--- src/rtl/core/fts_pkg.sv ---
// Shared types and constants for the FIFO thread scheduler with timed sleep.
package fts_pkg;

  localparam int MAX_THREADS_DEF = 16;
  localparam int TID_W           = 4;
  localparam int MS_W            = 20;
  localparam int TPS_W           = 14;
  localparam int TICK_W          = 32;
  localparam int WOKEN_W         = 5;
  localparam int PROD_W          = MS_W + TPS_W;
  localparam int MS_PER_SEC      = 1000;
  localparam int MUL_W           = 32;
  // Division by 1000 is a shift by 3 and then a multiply by the reciprocal of 125.
  localparam int DIV_SHIFT       = 3;
  localparam int RECIP_SHIFT     = 38;
  localparam logic [MUL_W-1:0] RECIP_125 = 32'd2199023256;
  localparam logic [TPS_W-1:0] TPS_RESET = 14'd100;

  typedef enum logic [1:0] {
    CMD_TICK  = 2'd0,
    CMD_RUN   = 2'd1,
    CMD_SLEEP = 2'd2,
    CMD_SCHED = 2'd3
  } cmd_e;

  typedef enum logic [1:0] {
    STAT_OK    = 2'd0,
    STAT_EMPTY = 2'd1,
    STAT_DUP   = 2'd2
  } stat_e;

  typedef enum logic [2:0] {
    ST_IDLE,
    ST_CONV,
    ST_SCAN_RD,
    ST_SCAN_WK,
    ST_SCAN_CMP,
    ST_POP_RD,
    ST_POP,
    ST_DONE
  } state_e;

  typedef struct packed {
    logic [1:0]       command;
    logic [TID_W-1:0] thread_id;
    logic [MS_W-1:0]  sleep_ms;
  } in_item_t;

  typedef struct packed {
    logic [1:0]         status;
    logic [TID_W-1:0]   next_thread;
    logic [WOKEN_W-1:0] woken_count;
  } out_item_t;

endpackage

--- src/rtl/core/fts_ms_to_ticks.sv ---
// Millisecond to tick converter: one shared multiplier, used for the product and the divide.
module fts_ms_to_ticks (
  input  logic                         clk_i,
  input  logic                         rst_ni,
  input  logic                         start_i,
  input  logic [fts_pkg::MS_W-1:0]     ms_i,
  input  logic [fts_pkg::TPS_W-1:0]    tps_i,
  output logic                         done_o,
  output logic [fts_pkg::TICK_W-1:0]   ticks_o
);

  localparam int PW = fts_pkg::PROD_W;
  localparam int MW = fts_pkg::MUL_W;

  logic                       busy_q, busy_d;
  logic                       done_q, done_d;
  logic [2*MW-1:0]            acc_q, acc_d;
  logic [MW-1:0]              mul_a;
  logic [MW-1:0]              mul_b;
  logic [2*MW-1:0]            mul_p;
  logic [fts_pkg::TICK_W-1:0] quot;

  // First pass forms ms times rate; second pass multiplies that product over 8 by the
  // reciprocal of 125, which is exact for every product below 2^34.
  assign mul_p = (2*MW)'(mul_a) * (2*MW)'(mul_b);

  always_comb begin
    busy_d = 1'b0;
    done_d = 1'b0;
    acc_d  = acc_q;
    mul_a  = MW'(ms_i);
    mul_b  = MW'(tps_i);
    if (busy_q) begin
      mul_a  = MW'(acc_q[PW-1:fts_pkg::DIV_SHIFT]);
      mul_b  = fts_pkg::RECIP_125;
      acc_d  = mul_p;
      done_d = 1'b1;
    end else if (start_i) begin
      acc_d  = mul_p;
      busy_d = 1'b1;
    end
  end

  always_ff @(posedge clk_i or negedge rst_ni) begin
    if (!rst_ni) begin
      busy_q <= 1'b0;
      done_q <= 1'b0;
    end else begin
      busy_q <= busy_d;
      done_q <= done_d;
    end
  end

  always_ff @(posedge clk_i) begin
    acc_q <= acc_d;
  end

  // The quotient stays below 2^25, so the top product bits hold all of it.
  assign quot    = fts_pkg::TICK_W'(acc_q[2*MW-1:fts_pkg::RECIP_SHIFT]);
  assign done_o  = done_q;
  assign ticks_o = (quot == '0) ? fts_pkg::TICK_W'(1) : quot;

endmodule

--- src/rtl/core/fifo_thread_scheduler_timed_sleep.sv ---
// Top level of the FIFO thread scheduler with timed sleep.
// Steps per item: tick and make-runnable go straight to the result; sleep forms the product,
// does the reciprocal multiply and stores the wake time; schedule reads, fetches and compares
// each sleep-list entry in turn, then reads the run queue head and pops a thread if any.
// One item is in work at a time; a result waits in the output register while the next
// item is accepted. Reset clears the counters, flags and tick count.
module fifo_thread_scheduler_timed_sleep #(
  parameter int MAX_THREADS = fts_pkg::MAX_THREADS_DEF
) (
  input  logic                        clk_i,
  input  logic                        rst_ni,
  input  logic                        cfg_we_i,
  input  logic [fts_pkg::TPS_W-1:0]   cfg_wdata_i,
  input  logic                        in_valid_i,
  output logic                        in_ready_o,
  input  fts_pkg::in_item_t           in_data_i,
  output logic                        out_valid_o,
  input  logic                        out_ready_i,
  output fts_pkg::out_item_t          out_data_o
);

  localparam int IDXW = $clog2(MAX_THREADS);
  localparam int CNTW = $clog2(MAX_THREADS + 1);
  localparam int TW   = fts_pkg::TICK_W;

  // Control state.
  fts_pkg::state_e           state_q, state_d;
  logic [fts_pkg::TPS_W-1:0] tps_q;
  logic [TW-1:0]             tick_q, tick_d;
  logic [CNTW-1:0]           run_cnt_q, run_cnt_d;
  logic [CNTW-1:0]           sleep_cnt_q, sleep_cnt_d;
  logic [IDXW-1:0]           head_q, head_d;
  logic [MAX_THREADS-1:0]    on_run_q, on_run_d;
  logic [MAX_THREADS-1:0]    sleeping_q, sleeping_d;
  logic [CNTW-1:0]           scan_i_q, scan_i_d;
  logic [CNTW-1:0]           kept_q, kept_d;
  logic [CNTW-1:0]           woken_q, woken_d;
  logic                      out_valid_q, out_valid_d;

  // Payload registers.
  logic [IDXW-1:0]           cur_id_q, cur_id_d;
  fts_pkg::out_item_t        res_q, res_d;
  fts_pkg::out_item_t        out_q, out_d;

  // Memories: run queue ring, sleep list and per-thread wake times.
  logic [IDXW-1:0] run_mem   [MAX_THREADS];
  logic [IDXW-1:0] order_mem [MAX_THREADS];
  logic [TW-1:0]   wake_mem  [MAX_THREADS];
  logic [IDXW-1:0] run_rd_q;
  logic [IDXW-1:0] order_rd_q;
  logic [TW-1:0]   wake_rd_q;

  logic            run_we;
  logic [IDXW-1:0] run_wa;
  logic [IDXW-1:0] run_wd;
  logic            order_we;
  logic [IDXW-1:0] order_wa;
  logic [IDXW-1:0] order_wd;
  logic            wake_we;
  logic [TW-1:0]   wake_wd;

  // Converter handshake.
  logic            conv_start;
  logic            conv_done;
  logic [TW-1:0]   conv_ticks;

  logic            in_fire;
  logic            id_ok;
  logic [IDXW-1:0] in_idx;
  logic [CNTW:0]   tail_sum;
  logic [IDXW-1:0] tail_idx;
  logic [IDXW-1:0] head_inc;
  logic            due;

  fts_ms_to_ticks u_conv (
    .clk_i   (clk_i),
    .rst_ni  (rst_ni),
    .start_i (conv_start),
    .ms_i    (in_data_i.sleep_ms),
    .tps_i   (tps_q),
    .done_o  (conv_done),
    .ticks_o (conv_ticks)
  );

  assign in_ready_o = (state_q == fts_pkg::ST_IDLE);
  assign in_fire    = in_valid_i && in_ready_o;

  // Thread ids at or above the thread count are ignored with an ok status.
  assign id_ok  = ({{(32-fts_pkg::TID_W){1'b0}}, in_data_i.thread_id} < MAX_THREADS);
  assign in_idx = IDXW'(in_data_i.thread_id);

  // The run queue is a ring: the tail is the head plus the count, wrapped once.
  assign tail_sum = (CNTW+1)'(head_q) + (CNTW+1)'(run_cnt_q);
  assign tail_idx = (tail_sum >= (CNTW+1)'(MAX_THREADS)) ?
                    IDXW'(tail_sum - (CNTW+1)'(MAX_THREADS)) : IDXW'(tail_sum);
  assign head_inc = (head_q == IDXW'(MAX_THREADS - 1)) ? '0 : head_q + IDXW'(1);

  // The wake test is a plain unsigned compare against the current tick.
  assign due = (tick_q >= wake_rd_q);

  always_comb begin
    state_d     = state_q;
    tick_d      = tick_q;
    run_cnt_d   = run_cnt_q;
    sleep_cnt_d = sleep_cnt_q;
    head_d      = head_q;
    on_run_d    = on_run_q;
    sleeping_d  = sleeping_q;
    scan_i_d    = scan_i_q;
    kept_d      = kept_q;
    woken_d     = woken_q;
    cur_id_d    = cur_id_q;
    res_d       = res_q;
    out_d       = out_q;
    out_valid_d = out_valid_q;
    run_we      = 1'b0;
    run_wa      = tail_idx;
    run_wd      = in_idx;
    order_we    = 1'b0;
    order_wa    = IDXW'(sleep_cnt_q);
    order_wd    = cur_id_q;
    wake_we     = 1'b0;
    wake_wd     = tick_q + conv_ticks;
    conv_start  = 1'b0;

    if (out_valid_q && out_ready_i) begin
      out_valid_d = 1'b0;
    end

    case (state_q)
      fts_pkg::ST_IDLE: begin
        if (in_fire) begin
          res_d.status      = fts_pkg::STAT_OK;
          res_d.next_thread = '0;
          res_d.woken_count = '0;
          cur_id_d          = in_idx;
          state_d           = fts_pkg::ST_DONE;
          case (fts_pkg::cmd_e'(in_data_i.command))
            fts_pkg::CMD_TICK: begin
              tick_d = tick_q + TW'(1);
            end
            fts_pkg::CMD_RUN: begin
              if (id_ok) begin
                if (on_run_q[in_idx]) begin
                  res_d.status = fts_pkg::STAT_DUP;
                end else if (run_cnt_q < CNTW'(MAX_THREADS)) begin
                  run_we           = 1'b1;
                  run_cnt_d        = run_cnt_q + CNTW'(1);
                  on_run_d[in_idx] = 1'b1;
                end
              end
            end
            fts_pkg::CMD_SLEEP: begin
              if (id_ok) begin
                if (sleeping_q[in_idx] || (sleep_cnt_q >= CNTW'(MAX_THREADS))) begin
                  res_d.status = fts_pkg::STAT_DUP;
                end else begin
                  conv_start = 1'b1;
                  state_d    = fts_pkg::ST_CONV;
                end
              end
            end
            fts_pkg::CMD_SCHED: begin
              scan_i_d = '0;
              kept_d   = '0;
              woken_d  = '0;
              state_d  = fts_pkg::ST_SCAN_RD;
            end
            default: begin
              state_d = fts_pkg::ST_DONE;
            end
          endcase
        end
      end

      fts_pkg::ST_CONV: begin
        // Store the wake time and append the thread to the sleep list.
        if (conv_done) begin
          wake_we              = 1'b1;
          order_we             = 1'b1;
          sleep_cnt_d          = sleep_cnt_q + CNTW'(1);
          sleeping_d[cur_id_q] = 1'b1;
          state_d              = fts_pkg::ST_DONE;
        end
      end

      fts_pkg::ST_SCAN_RD: begin
        // The sleep-list read at scan_i is issued here; the end of the list closes the scan.
        if (scan_i_q == sleep_cnt_q) begin
          sleep_cnt_d       = kept_q;
          res_d.woken_count = fts_pkg::WOKEN_W'(woken_q);
          state_d           = fts_pkg::ST_POP_RD;
        end else begin
          state_d = fts_pkg::ST_SCAN_WK;
        end
      end

      fts_pkg::ST_SCAN_WK: begin
        // The thread id is back; its wake time is read in this cycle.
        state_d = fts_pkg::ST_SCAN_CMP;
      end

      fts_pkg::ST_SCAN_CMP: begin
        if (due) begin
          sleeping_d[order_rd_q] = 1'b0;
          woken_d                = woken_q + CNTW'(1);
          // A woken thread already on the run queue is not appended again.
          if (!on_run_q[order_rd_q] && (run_cnt_q < CNTW'(MAX_THREADS))) begin
            run_we               = 1'b1;
            run_wd               = order_rd_q;
            run_cnt_d            = run_cnt_q + CNTW'(1);
            on_run_d[order_rd_q] = 1'b1;
          end
        end else begin
          // Threads still asleep are packed toward the front in their old order.
          order_we = 1'b1;
          order_wa = IDXW'(kept_q);
          order_wd = order_rd_q;
          kept_d   = kept_q + CNTW'(1);
        end
        scan_i_d = scan_i_q + CNTW'(1);
        state_d  = fts_pkg::ST_SCAN_RD;
      end

      fts_pkg::ST_POP_RD: begin
        if (run_cnt_q == '0) begin
          res_d.status = fts_pkg::STAT_EMPTY;
          state_d      = fts_pkg::ST_DONE;
        end else begin
          state_d = fts_pkg::ST_POP;
        end
      end

      fts_pkg::ST_POP: begin
        res_d.next_thread  = fts_pkg::TID_W'(run_rd_q);
        head_d             = head_inc;
        run_cnt_d          = run_cnt_q - CNTW'(1);
        on_run_d[run_rd_q] = 1'b0;
        state_d            = fts_pkg::ST_DONE;
      end

      fts_pkg::ST_DONE: begin
        // The result moves to the output register once that register is free.
        if (!out_valid_q || out_ready_i) begin
          out_d       = res_q;
          out_valid_d = 1'b1;
          state_d     = fts_pkg::ST_IDLE;
        end
      end

      default: begin
        state_d = fts_pkg::ST_IDLE;
      end
    endcase
  end

  always_ff @(posedge clk_i or negedge rst_ni) begin
    if (!rst_ni) begin
      state_q     <= fts_pkg::ST_IDLE;
      tps_q       <= fts_pkg::TPS_RESET;
      tick_q      <= '0;
      run_cnt_q   <= '0;
      sleep_cnt_q <= '0;
      head_q      <= '0;
      on_run_q    <= '0;
      sleeping_q  <= '0;
      scan_i_q    <= '0;
      kept_q      <= '0;
      woken_q     <= '0;
      out_valid_q <= 1'b0;
    end else begin
      state_q     <= state_d;
      if (cfg_we_i) begin
        tps_q <= cfg_wdata_i;
      end
      tick_q      <= tick_d;
      run_cnt_q   <= run_cnt_d;
      sleep_cnt_q <= sleep_cnt_d;
      head_q      <= head_d;
      on_run_q    <= on_run_d;
      sleeping_q  <= sleeping_d;
      scan_i_q    <= scan_i_d;
      kept_q      <= kept_d;
      woken_q     <= woken_d;
      out_valid_q <= out_valid_d;
    end
  end

  always_ff @(posedge clk_i) begin
    cur_id_q <= cur_id_d;
    res_q    <= res_d;
    out_q    <= out_d;
  end

  // Run queue ring: written at the tail, read at the head.
  always_ff @(posedge clk_i) begin
    if (run_we) begin
      run_mem[run_wa] <= run_wd;
    end
    run_rd_q <= run_mem[head_q];
  end

  // Sleep list: read at the scan position, written at the packing position or the end.
  always_ff @(posedge clk_i) begin
    if (order_we) begin
      order_mem[order_wa] <= order_wd;
    end
    order_rd_q <= order_mem[IDXW'(scan_i_q)];
  end

  // Wake times, indexed by thread id.
  always_ff @(posedge clk_i) begin
    if (wake_we) begin
      wake_mem[cur_id_q] <= wake_wd;
    end
    wake_rd_q <= wake_mem[order_rd_q];
  end

  assign out_valid_o = out_valid_q;
  assign out_data_o  = out_q;

endmodule

--- config.mk ---
export PLATFORM = sky130hd
export DESIGN_NAME = fifo_thread_scheduler_timed_sleep
export DESIGN_NICKNAME = d
export VERILOG_FILES = /design/src/rtl/core/fts_pkg.sv /design/src/rtl/core/fts_ms_to_ticks.sv /design/src/rtl/core/fifo_thread_scheduler_timed_sleep.sv
export SDC_FILE = /design/constraint.sdc
export NUM_CORES = 2
export LEC_CHECK = 0
export ABC_AREA = 0
export BUFFER_PORTS_ARGS = -buffer_cell sky130_fd_sc_hd__buf_2
export CELL_PAD_IN_SITES_DETAIL_PLACEMENT = 0
export CELL_PAD_IN_SITES_GLOBAL_PLACEMENT = 1
export CORE_ASPECT_RATIO = 0.6
export CORE_MARGIN = 2
export CORE_UTILIZATION = 54
export DETAILED_ROUTE_END_ITERATION = 6
export PLACE_DENSITY = 0.86
export SYNTH_ARGS = -nofsm -noshare
export SYNTH_HDL_FRONTEND = slang
export SYNTH_SLANG_ARGS = --single-unit
--- constraint.sdc ---
create_clock -name clk_i -period 9.7 [get_ports clk_i]
set_input_delay 0.485 -clock clk_i [delete_from_list [all_inputs] [get_ports clk_i]]
set_output_delay 0.485 -clock clk_i [all_outputs]
set_load 0.02 [all_outputs]
**Word-level counts from Yosys, hierarchy flattened**

Memory sizes are Yosys's and may differ from the RTL's. A register that Yosys moved wholly into a read port is not among the register bits.
Index checks and enable logic that the tools add are counted.
Widths: inputs -> output; s select.

- Bits in registers: 203
- RAM bits: 640
- Bits of input ports: 45
- Memories kept: 3

- Add/subtract/negate cells: 11
- Multipliers: 1
- $lt $le $gt $ge: 12
- Equality and inequality tests: 24
- Multiplexer cells: 99
- Bitwise gates (word level): 7
- Reduce and logical (&&, ||, !) cells: 36

Memories:

| name | words | bits a word | read ports | clocked after memory_dff | write ports | RTL line | source |
|---|---|---|---|---|---|---|---|
| wake_mem | 16 | 32 | 1 | 1 | 1 | fifo_thread_scheduler_timed_sleep.sv:48 | `logic [TW-1:0] wake_mem [MAX_THREADS];` |
| order_mem | 16 | 4 | 1 | 1 | 1 | fifo_thread_scheduler_timed_sleep.sv:47 | `logic [IDXW-1:0] order_mem [MAX_THREADS];` |
| run_mem | 16 | 4 | 1 | 1 | 1 | fifo_thread_scheduler_timed_sleep.sv:46 | `logic [IDXW-1:0] run_mem [MAX_THREADS];` |

Operators with widths:

| kind | count |
|---|---|
| $mux 16 | 8 |
| $mux 64 | 2 |
| $mux 5 | 13 |
| $mul 31x32->63 | 1 |
| $pmux 5 s2 | 5 |
| $or 16x16->16 | 3 |
| $pmux 16 s3 | 1 |
| $mux 4 | 9 |
| $mux 1 | 33 |
| $add 32x1->32 const B | 1 |
| $add 32x32->32 | 1 |
| $and 16x16->16 | 2 |
| $ge 32x32->1 | 1 |
| $logic_not 32->1 | 1 |
| $mux 32 | 1 |
| $not 16->16 | 2 |
| $pmux 16 s2 | 1 |
| $mux 31 | 1 |
| $mux 26 | 1 |
| $add 5x1->5 const B | 5 |
| $pmux 3 s8 | 1 |
| $reduce_and 3->1 | 7 |
| $lt 4x5->1 const B | 4 |
| $demux 1 s4 | 4 |
| 37 further kinds | 82 |

**Logic depth before layout (Yosys ltp)**

- Word-level depth: 10
- Mapped depth: 32
- Mapped depth without buffers: 30

**Hierarchy**

Synthesis repeated with hierarchy kept, for this count alone.

- Cell total of the unflattened synthesis: 4400
- Area total of the unflattened synthesis: 57701.6 um^2

By module, submodules not included:

| module | times used | cells an instance | area each (um^2) | seq. area each (um^2) |
|---|---|---|---|---|
| fifo_thread_scheduler_timed_sleep | 1 | 2000 | 34541.9 | 23581.4 |
| fts_ms_to_ticks | 1 | 2400 | 23159.7 | 1761.7 |

**Worst setup path after synthesis**

OpenSTA, ideal clock, no wires.

- Path type: flip-flop to flip-flop
- Start point: register u_conv.busy_q
- End point: register u_conv.acc_q[56] (data pin)
- Library setup time: 0.262 ns
- Data arrival time: 7.896 ns
- Required time: 9.438 ns
- Slack: 1.542 ns
- Cell stages (with the launch flop): 32
- Path buffers: 3
- Cell sequence: dfrtp_1 -> clkbuf_1 -> clkbuf_1 -> clkbuf_1 -> and2_1 -> a21o_1 -> nand2_1 -> fa_1 -> inv_1 -> fa_1 -> fa_1 -> inv_1 -> fa_1 -> inv_1 -> fa_1 -> inv_1 -> fa_1 -> inv_1 -> fa_1 -> inv_1 -> fa_1 -> inv_1 -> ha_1 -> and2_1 -> and3_1 -> o311ai_1 -> a2111oi_0 -> a211oi_2 -> o21ai_2 -> a311oi_2 -> o21bai_1 -> xor2_1

- Longest elaborated chain between the ends: 4
- Elaborated cells on any way between the ends: 5
- Those cells by class: mul (1); mux (4)

Ends and longest elaborated chain:

| element | RTL line | source |
|---|---|---|
| start, declared | fts_ms_to_ticks.sv:15 | `logic busy_q, busy_d;` |
| start signal, assigned | fts_ms_to_ticks.sv:49 | `busy_q <= busy_d;` |
| $mux 31 / $mux 32 (equally long branches) | fts_ms_to_ticks.sv:33 | `if (busy_q) begin` |
| $mul 31x32->63 | fts_ms_to_ticks.sv:25 | `assign mul_p = (2*MW)'(mul_a) * (2*MW)'(mul_b);` |
| $mux 64 | fts_ms_to_ticks.sv:38 | `end else if (start_i) begin` |
| $mux 64 * | fts_ms_to_ticks.sv:33 |  |
| net u_conv.acc_d[56] | fts_ms_to_ticks.sv:17 | `logic [2*MW-1:0] acc_q, acc_d;` |
| end signal, assigned | fts_ms_to_ticks.sv:55 | `acc_q <= acc_d;` |
| end, declared | fts_ms_to_ticks.sv:17 |  |

Mark *: on every way through the listed nets, which the timed path passes. The rest lies on a longest branch. The select of a mux whose other input is x is not followed.
A chain may end at the register's enable or synchronous reset.

**Worst setup path after layout**

Ends and elaborated chain as after synthesis.

==> reports/metrics.csv <==
stage,metric,value,unit
outcome,status,"finished, violations left",
outcome,violations in the final reports,DRC,
global_routing,global-route wire length before repair,226000,µm
die,DIE AREA,0.109,mm²
timing,Fin Setup TNS,0,ns
die,core box area,0.105,mm²
synthesis,Post-synth EDFFs,722,
drt,number of remaining DRC errors,1,
final_layout,layout cells sized above 1,12.1,%
timing,period utilisation layout,94.4,%
synthesis,largest family of logic cells by synthesized area,adder cells,
setup_path,arrival time worst endpoint,9.57,ns
timing,Slew headroom,9.10,%
hold_path,worst hold path cell count,2,
setup_path,Reg2Reg Depth,27,
synthesis,XOR/XNOR Fraction of Synth Area,1.87,%
drt,via/cell ratio,5.95,
timing,"Slew Viols, Final",0,
clocking,clk root buf,clkbuf_16,
synthesis,#FFs+latches synth,875,
global_routing,largest net degree at the start of global routing,58,
synthesis,Syn. warnings,0,
clocking,TritonCTS clock tree,built,
final_layout,"most common cell after layout, fill and taps aside",edfxtp_1,
clocking,Clock Tree Buf Depth,3,
timing,Final Hold Violating Endpoints,0,
clocking,postcts setup bufs,0,
setup_path,Worst Setup Path Type,reg2reg,
drt,DRT Pass-1 Iters,7,
drt,total vias in the final route,35400,
placement,Detail Placement HPWL,109000,µm
timing,Fmax achieved,0.109,GHz
clocking,Clock Latency Late Sink,0.71,ns
synthesis,simple-gate portion of the synthesized area,7.51,%
clocking,CTS Sinks,875,
synthesis,post-synthesis sequential area ratio,44.0,%
die,I/O Pins,58,
timing,setup violators final,0,
setup_path,WP data required,10.11,ns
timing,skew final,0.0571,ns
clocking,CTS buffer count,80,
synthesis,synthesized area per cell,13.2,µm²
global_routing,all-layer global routing usage,28.0,%
final_layout,Filler cells,8203,
timing,Fin Hold WS,0.0567,ns
final_layout,synth-to-layout area growth,8.83,%
synthesis,"Distinct cells, synth",92,
die,Die Y,257,µm
final_layout,nets@finish,5430,
clocking,cts hold-fix bufs,7,
setup_path,crit-path max FO,38,
global_routing,vias in the first global route,35000,
synthesis,Async SR Flop Fraction,12.9,%
die,Cell Rows,92,
timing,RSZ-0062 raised after global routing,no,
placement,GP Congestion,0.974,
synthesis,Synth Area in Compound Gates,5.21,%
synthesis,adder-cell share of the synthesized area,26.8,%
final_layout,highest-count cells in the layout ignoring fill and taps,"722 x edfxtp_1, 660 x inv_1, 503 x fa_1, 424 x ha_1, 241 x nand2_1",
global_routing,initial antenna violation count,10,
placement,IO buf count,57,
clocking,htree depth,3,
hold_path,Worst Hold Class,in2reg,
synthesis,mux contribution to synthesized area,9.11,%
drt,final wirelength,150000,µm
die,Starting Density,54.6,%
clocking,post-CTS sizing,0,
timing,Worst-Margin Slew,1.35,ns
global_routing,gr ovfl total,0,
setup_path,CP endpoint kind,flip-flop,
clocking,clk slew on worst S/H paths,0.07,ns
drt,DRT iter0 DRCs,4297,
flow_run,maxcap violations,0,
drt,Routed Antenna Nets,0,
timing,minimum clock period,9.16,ns
drt,WL/cell,25.2,µm
synthesis,Synth Cell Area,0.0575,mm²
die,Die X,425,µm
synthesis,cell count after synthesis,4338,
setup_path,startpoint types,flip-flop,
synthesis,"Top FF cell, synth",edfxtp_1,
-- Yosys cell counts (42+ instances only) --
library cell	n	area share (%)
nand3_1	59	0.51
nand2_1	241	1.6
a21oi_1	117	1.0
o21ai_0	106	0.92
inv_1	660	4.3
and2_1	124	1.3
ha_1	424	9.2
edfxtp_1	722	38
nor2_1	211	1.4
dfrtp_1	110	4.8
nor3_1	42	0.37
xnor2_1	83	1.3
mux4_2	208	8.2
fa_1	503	18
a21o_1	65	0.85
clkbuf_1	131	0.86
-- metal layers --
metal | track usage (%) | vias to the layer above | wire (µm)
met2 | 35.9 | 1874 | 58500
met3 | 10.1 | 157 | 20000
met5 | 0.526 | - | 90
met1 | 45.9 | 18000 | 69100
li1 | - | 15300 | -
met4 | 4.13 | 4 | 2010
-- final timing paths --
path	slack [ns]	from	to
worst min-delay path	0.06	cfg_wdata_i[1]	tps_q[1]$_DFFE_PN0P_
worst max-delay path	0.54	u_conv.busy_q$_DFF_PN0_	u_conv.acc_q[56]$_DFFE_PP_
min in group asynchronous	0.36	rst_ni	woken_q[1]$_DFFE_PN0P_
worst max register to register	0.54	u_conv.busy_q$_DFF_PN0_	u_conv.acc_q[56]$_DFFE_PP_
worst min register to register	0.42	res_q[7]$_SDFFCE_PN0P_	out_data_o[7]$_DFFE_PP_
max in group asynchronous	7.97	rst_ni	tick_q[12]$_DFFE_PN0P_
-- area by class of cell --
cell class / instances / area (µm²) / share of cell area [%]
Tap cell: 1410 / 1760 / 2.82
Clock inverter: 44 / 445 / 0.712
Sequential cell: 875 / 25300 / 40.5
Antenna cell: 5 / 12.5 / 0.0200
Timing Repair Buffer: 128 / 855 / 1.37
Multi-Input combinational cell: 2710 / 29400 / 47.1
Clock buffer: 106 / 2210 / 3.54
Inverter: 663 / 2490 / 3.98
-- flip-flops by register name (all words and copies together) (netlist names), 16 cells and up --
| register | count |
|---|---|
| run_mem | 64 |
| on_run_q | 16 |
| order_mem | 64 |
| wake_mem | 512 |
| sleeping_q | 16 |
| wake_rd_q | 32 |
| u_conv.acc_q | 56 |
| tick_q | 32 |
-- cells by family (layout without fill, tap and decap cells) --
kind of cell / Yosys count / in the layout
AO/OA/AOI/OAI: 455 / 455
XOR/XNOR: 123 / 123
adder cells (fa/ha/maj): 927 / 927
buffers and inverters: 828 / 941
flip-flops: 875 / 875
multiplexers: 248 / 248
other: 2 / 82
AND/OR/NAND/NOR: 880 / 880
-- metrics by stage --
step / setup WS, ns / instances / instance area [µm²] / util [%]
6_report: 0.540 / 5941 / 62500 / 59.5
5_1_grt: 0.0788 / 5937 / 62500 / 59.4
4_1_cts: 0.583 / 5935 / 62500 / 59.4
3_5_place_dp: 0.600 / 5778 / 59800 / 56.8
3_3_place_gp: 0.687 / 5778 / 59800 / 56.8
2_1_floorplan: 1.54 / 4413 / 57800 / -
-- worst max-delay path, stage by stage, from the launching register on --
cell	delay (ns)
dfrtp_4	0.66
and2_1	0.38
a21oi_1	0.62
nor2_1	0.15
fa_1	0.59
fa_1	0.45
fa_1	0.53
inv_1	0.06
fa_1	0.49
inv_1	0.06
fa_1	0.51
inv_1	0.06
fa_1	0.54
inv_1	0.06
fa_1	0.48
inv_1	0.05
fa_1	0.48
inv_1	0.04
ha_1	0.32
and2_1	0.24
and3_1	0.22
o311ai_1	0.31
a2111oi_0	0.15
a211oi_2	0.51
o21ai_2	0.15
a311oi_2	0.43
o21bai_1	0.15
xor2_1	0.15
Power is not shown: default switching activity piles up to over one toggle a cycle in this logic, so the estimate is an artifact.
